===== src/hw/rtl/point_triangle_contact_core_assert.svh =====
// Assertion macros for the point/triangle contact core.
`ifndef POINT_TRIANGLE_CONTACT_CORE_ASSERT_SVH
`define POINT_TRIANGLE_CONTACT_CORE_ASSERT_SVH

`ifndef SYNTHESIS
// Checked on every clock edge outside reset.
`define PTC_ASSERT(lbl, prop, msg) \
  lbl: assert property (@(posedge clk) disable iff (rst) prop) else $error(msg);
// Checked on every clock edge, reset included.
`define PTC_ASSERT_ALWAYS(lbl, prop, msg) \
  lbl: assert property (@(posedge clk) prop) else $error(msg);
`else
`define PTC_ASSERT(lbl, prop, msg)
`define PTC_ASSERT_ALWAYS(lbl, prop, msg)
`endif

`endif


===== src/hw/rtl/ptc_mul.sv =====
// Signed multiplier, one digit of b per stage, NST stages.
module ptc_mul #(
  parameter int WA  = 34,
  parameter int WB  = 34,
  parameter int NST = 6
) (
  input  logic                 clk,
  input  logic                 en,
  input  logic signed [WA-1:0] a,
  input  logic signed [WB-1:0] b,
  output logic signed [WA+WB-1:0] p
);

  localparam int DG = (WB + NST - 1) / NST;
  localparam int BW = DG * NST;
  localparam int PW = WA + WB;

  logic signed [WA-1:0] a_r [0:NST-1];
  logic        [BW-1:0] b_r [0:NST-1];
  logic signed [PW-1:0] acc [0:NST-1];

  logic signed [WA-1:0] a_s [0:NST-1];
  logic        [BW-1:0] b_s [0:NST-1];
  logic signed [PW-1:0] c_s [0:NST-1];
  logic signed [PW-1:0] pp  [0:NST-1];

  always_comb begin
    logic [DG-1:0] dig;
    logic signed [DG:0] dx;
    for (int j = 0; j < NST; j++) begin
      if (j == 0) begin
        a_s[j] = a;
        b_s[j] = BW'(b);
        c_s[j] = '0;
      end else begin
        a_s[j] = a_r[j-1];
        b_s[j] = b_r[j-1];
        c_s[j] = acc[j-1];
      end
      dig = b_s[j][j*DG +: DG];
      // top digit carries the sign
      dx = (j == NST - 1) ? $signed({dig[DG-1], dig}) : $signed({1'b0, dig});
      pp[j] = (PW'(a_s[j]) * PW'(dx)) <<< (j * DG);
    end
  end

  always_ff @(posedge clk) begin
    if (en) begin
      for (int j = 0; j < NST; j++) begin
        a_r[j] <= a_s[j];
        b_r[j] <= b_s[j];
        acc[j] <= c_s[j] + pp[j];
      end
    end
  end

  assign p = acc[NST-1];

endmodule


===== config.mk =====
export PLATFORM = sky130hd
export DESIGN_NAME = ptc_mul
export DESIGN_NICKNAME = d
export VERILOG_FILES = /design/src/hw/rtl/point_triangle_contact_core_assert.svh /design/src/hw/rtl/ptc_mul.sv
export SDC_FILE = /design/constraint.sdc
export NUM_CORES = 2
export LEC_CHECK = 0
export BUFFER_PORTS_ARGS = -buffer_cell sky130_fd_sc_hd__buf_2
export CAP_MARGIN = 20
export CORE_MARGIN = 2
export CORE_UTILIZATION = 25
export DETAILED_ROUTE_END_ITERATION = 12
export GPL_TIMING_DRIVEN = 0
export HOLD_SLACK_MARGIN = 0.15
export PLACE_DENSITY = 0.38
export SETUP_SLACK_MARGIN = 0.05
export SYNTH_ARGS = -nofsm -noshare
export SYNTH_HDL_FRONTEND = slang
export SYNTH_SLANG_ARGS = --single-unit

===== constraint.sdc =====
create_clock -name clk -period 12.15 [get_ports clk]
set_input_delay 1.215 -clock clk [delete_from_list [all_inputs] [get_ports clk]]
set_output_delay 1.215 -clock clk [all_outputs]
set_load 0.01 [all_outputs]

==> impl_metrics.csv <==
group,metric,value,unit
clock_tree,cts_sinks,631,
timing,layout_min_cycle_time,9.79,ns
clock_tree,clk_path_buf_depth,3,
floorplan,die_w,542,microns
setup_path,cpPeakStageDelay,0.72,ns
setup_path,crit_slowest_cell,"or4b_2",
hold_path,hold_depth,0,
clock_tree,cts_root_buf,"clkbuf_16",
synthesis,syn_inst,7188,
setup_path,r2r_cells,31,
global_route,grt.total_usage,13.3,%
timing,maxSlewHeadroom,25.6,%
floorplan,die_h,542,microns
synthesis,synthTopCellsByArea,"edfxtp_1 (26%), fa_1 (23%), ha_1 (12%)",
hold_path,min-delay-start,"b_r[0][16]",
setup_path,required,12.57,ns
hold_path,hold_class,"register to register",
clock_tree,postCtsHoldBufs,0,
floorplan,dieArea,0.294,sq mm
global_route,grt_pass1_wl,307,mm
setup_path,reg2reg_from,"b_r[1][14]",
timing,fmax,102,MHz
clock_tree,path_clk_slew,0.06,ns
place,detailed_place_hpwl,162,mm
synthesis,synth_top_area_share,26.1,%
synthesis,synth_most_common_cell,"inv_1",
clock_tree,cts_buffers,80,
setup_path,critPathCaptureType,"register",
global_route,antenna_found_initial,5,
layout,final_nets,9027,
synthesis,ys_types,89,
drt,wl_per_cell,17.2,microns
setup_path,critPathArrivalTime,10.22,ns
global_route,use_met2,23.3,%
drt,dr.first_iter.drc_count,1948,
global_route,grt_max_degree,115,
global_route,grt_overflow,0,
place,port_buffers,137,
synthesis,avgSynthCellArea,10.1,sq um
drt,viasPerCell,4.43,
global_route,top_usage_layer,"met2",
clock_tree,post_cts_resized,0,
synthesis,synth_top_area_cell,"edfxtp_1",
timing,fin_hold_ws,0.415,ns
synthesis,yosysWarnings,0,
synthesis,synth-seq-cells,631,
drt,route.detailed.drc,0,
setup_path,crit_fanout,10,
timing,rsz0062_at_grt,"no",
timing,finalHoldViolCount,0,
timing,slew_violations,0,
timing,period_share,80.6,%
synthesis,seq_area_frac_synth,26.1,%
layout,area_growth,11.4,%
synthesis,netlist_area,0.0725,sq mm
setup_path,rrSetupSlack,2.36,ns
floorplan,initial_utilization,25.2,%
timing,fin_worst_skew,0.0642,ns
setup_path,r2r-end,"acc[2][57]",
setup_path,path_class,"register to register",
synthesis,synthArstFlopShare,0,%
floorplan,core,0.288,sq mm
job,max_cap_violations,0,
clock_tree,cts_setup_buffers,0,
clock_tree,cts_tree,"built",
place,gp_congestion,0.842,
synthesis,synth_common_cells,"inv_1 (987), and2_1 (854), fa_1 (833)",
global_route,gr-usage-met3,1.21,%
synthesis,synthFlopType,"edfxtp_1",
synthesis,syn-num-nets,8799,
timing,setup_viol,0,
global_route,first_global_vias,55100,
layout,final_layout_size_suffix_gt1_share,3.96,%
global_route,met1_usage,17.1,%
hold_path,hold_path_end,"b_r[1][16]",
drt,wirelength,193,mm
drt,drt_first_pass_iters,7,
timing,worstMarginPinSlew,1.10,ns
floorplan,ioPinCount,138,
clock_tree,h-tree-depth,3,
clock_tree,clk_latency,0.75,ns
outcome,status,"complete, no violations",
drt,dr_total_vias,49900,
setup_path,critPathLaunchType,"register",
floorplan,rows,197,
drt,ant_nets,0,
synthesis,synth_edf_count,631,
==> layout make-up <==
type	instances	area, sq um
tap	3781	4730
multi-input combinational	5397	49200
clock inverter	48	559
antenna	3	7.51
timing repair buffer	146	885
clock buffer	97	2070
inverter	988	3710
sequential	631	18900
buffer	172	646
fill	30500	207000
==> critical path: cells and delay by family (launching register included) <==
family / cells / cell delay (ns)
AO/OA/AOI/OAI: 12 / 3.41
XOR/XNOR: 2 / 0.19
adder cells (fa/ha/maj): 6 / 2.64
AND/OR/NAND/NOR: 5 / 1.66
buffers and inverters: 6 / 0.90
flip-flops: 1 / 0.66
==> flip-flops by register name, summed over array words and instances (netlist names) <==
signal and flops:
a_r 170, acc 381, b_r 80
==> metal layers <==
metal | routed length [microns] | up-vias
met3 | 3780 | 246
met4 | 6250 | 0
li1 | - | 24700
met2 | 93300 | 547
met5 | 0 | -
met1 | 89900 | 24500
==> how the worst max path moves through the flow <==
stage	startpoint	end	slack, ns	depth (start not counted)
5_1_grt	b_r[1][14]	acc[2][57]	1.76	31
3_3_place_gp	en	acc[5][65]	-0.64	1
4_1_cts	b_r[1][14]	acc[2][57]	2.15	31
2_1_floorplan	b_r[1][15]	acc[2][67]	4.65	32
3_5_place_dp	b_r[1][13]	acc[2][57]	2.26	29
6_report	b_r[1][14]	acc[2][57]	2.36	31
==> cells in the final DEF (no fill, tap or decap), types with 20 or more instances in the layout <==
cell type and count:
edfxtp_1 631, inv_1 987, nor2_1 234, and3_1 53
ha_1 708, nor2b_1 58, buf_2 136, o21bai_1 72
a21oi_1 395, clkbuf_16 80, a31oi_1 39, nand4_1 40
o21a_1 66, xnor2_1 282, xor2_1 124, and2_1 854
o31ai_1 20, nand2_1 522, o211ai_1 33, nand2b_1 90
a211oi_1 47, a21o_1 244, or3_1 22, clkbuf_1 188
nand3_1 85, fa_1 833, o21ai_0 203, nor3_1 70
==> metrics by stage <==
stage                     util (%)  setup TNS, ns  setup slack [ns]  std cells  area (sq um)
after floorplan                  -              0              4.65       7188         72500
after global placement        27.0        -188.79            -0.643      11100         77900
after detailed placement      27.1              0              2.26      11100         78100
after CTS                     28.0              0              2.15      11300         80700
after global routing          28.0              0              1.76      11300         80700
final                         28.0              0              2.36      11300         80700
==> cell families (layout without fill, tap and decap cells) <==
kind of cell / Yosys count / count (layout) / synth area share, %
AO/OA/AOI/OAI: 1337 / 1337 / 12.1
XOR/XNOR: 408 / 408 / 4.97
adder cells (fa/ha/maj): 1541 / 1541 / 35.2
buffers and inverters: 1160 / 1451 / 6.01
flip-flops: 631 / 631 / 26.1
multiplexers: 5 / 5 / 0.0708
other: 0 / 3 / 0
AND/OR/NAND/NOR: 2106 / 2106 / 15.5
Power is not shown: default switching activity piles up to over one toggle a cycle in this logic, so the estimate is an artifact.
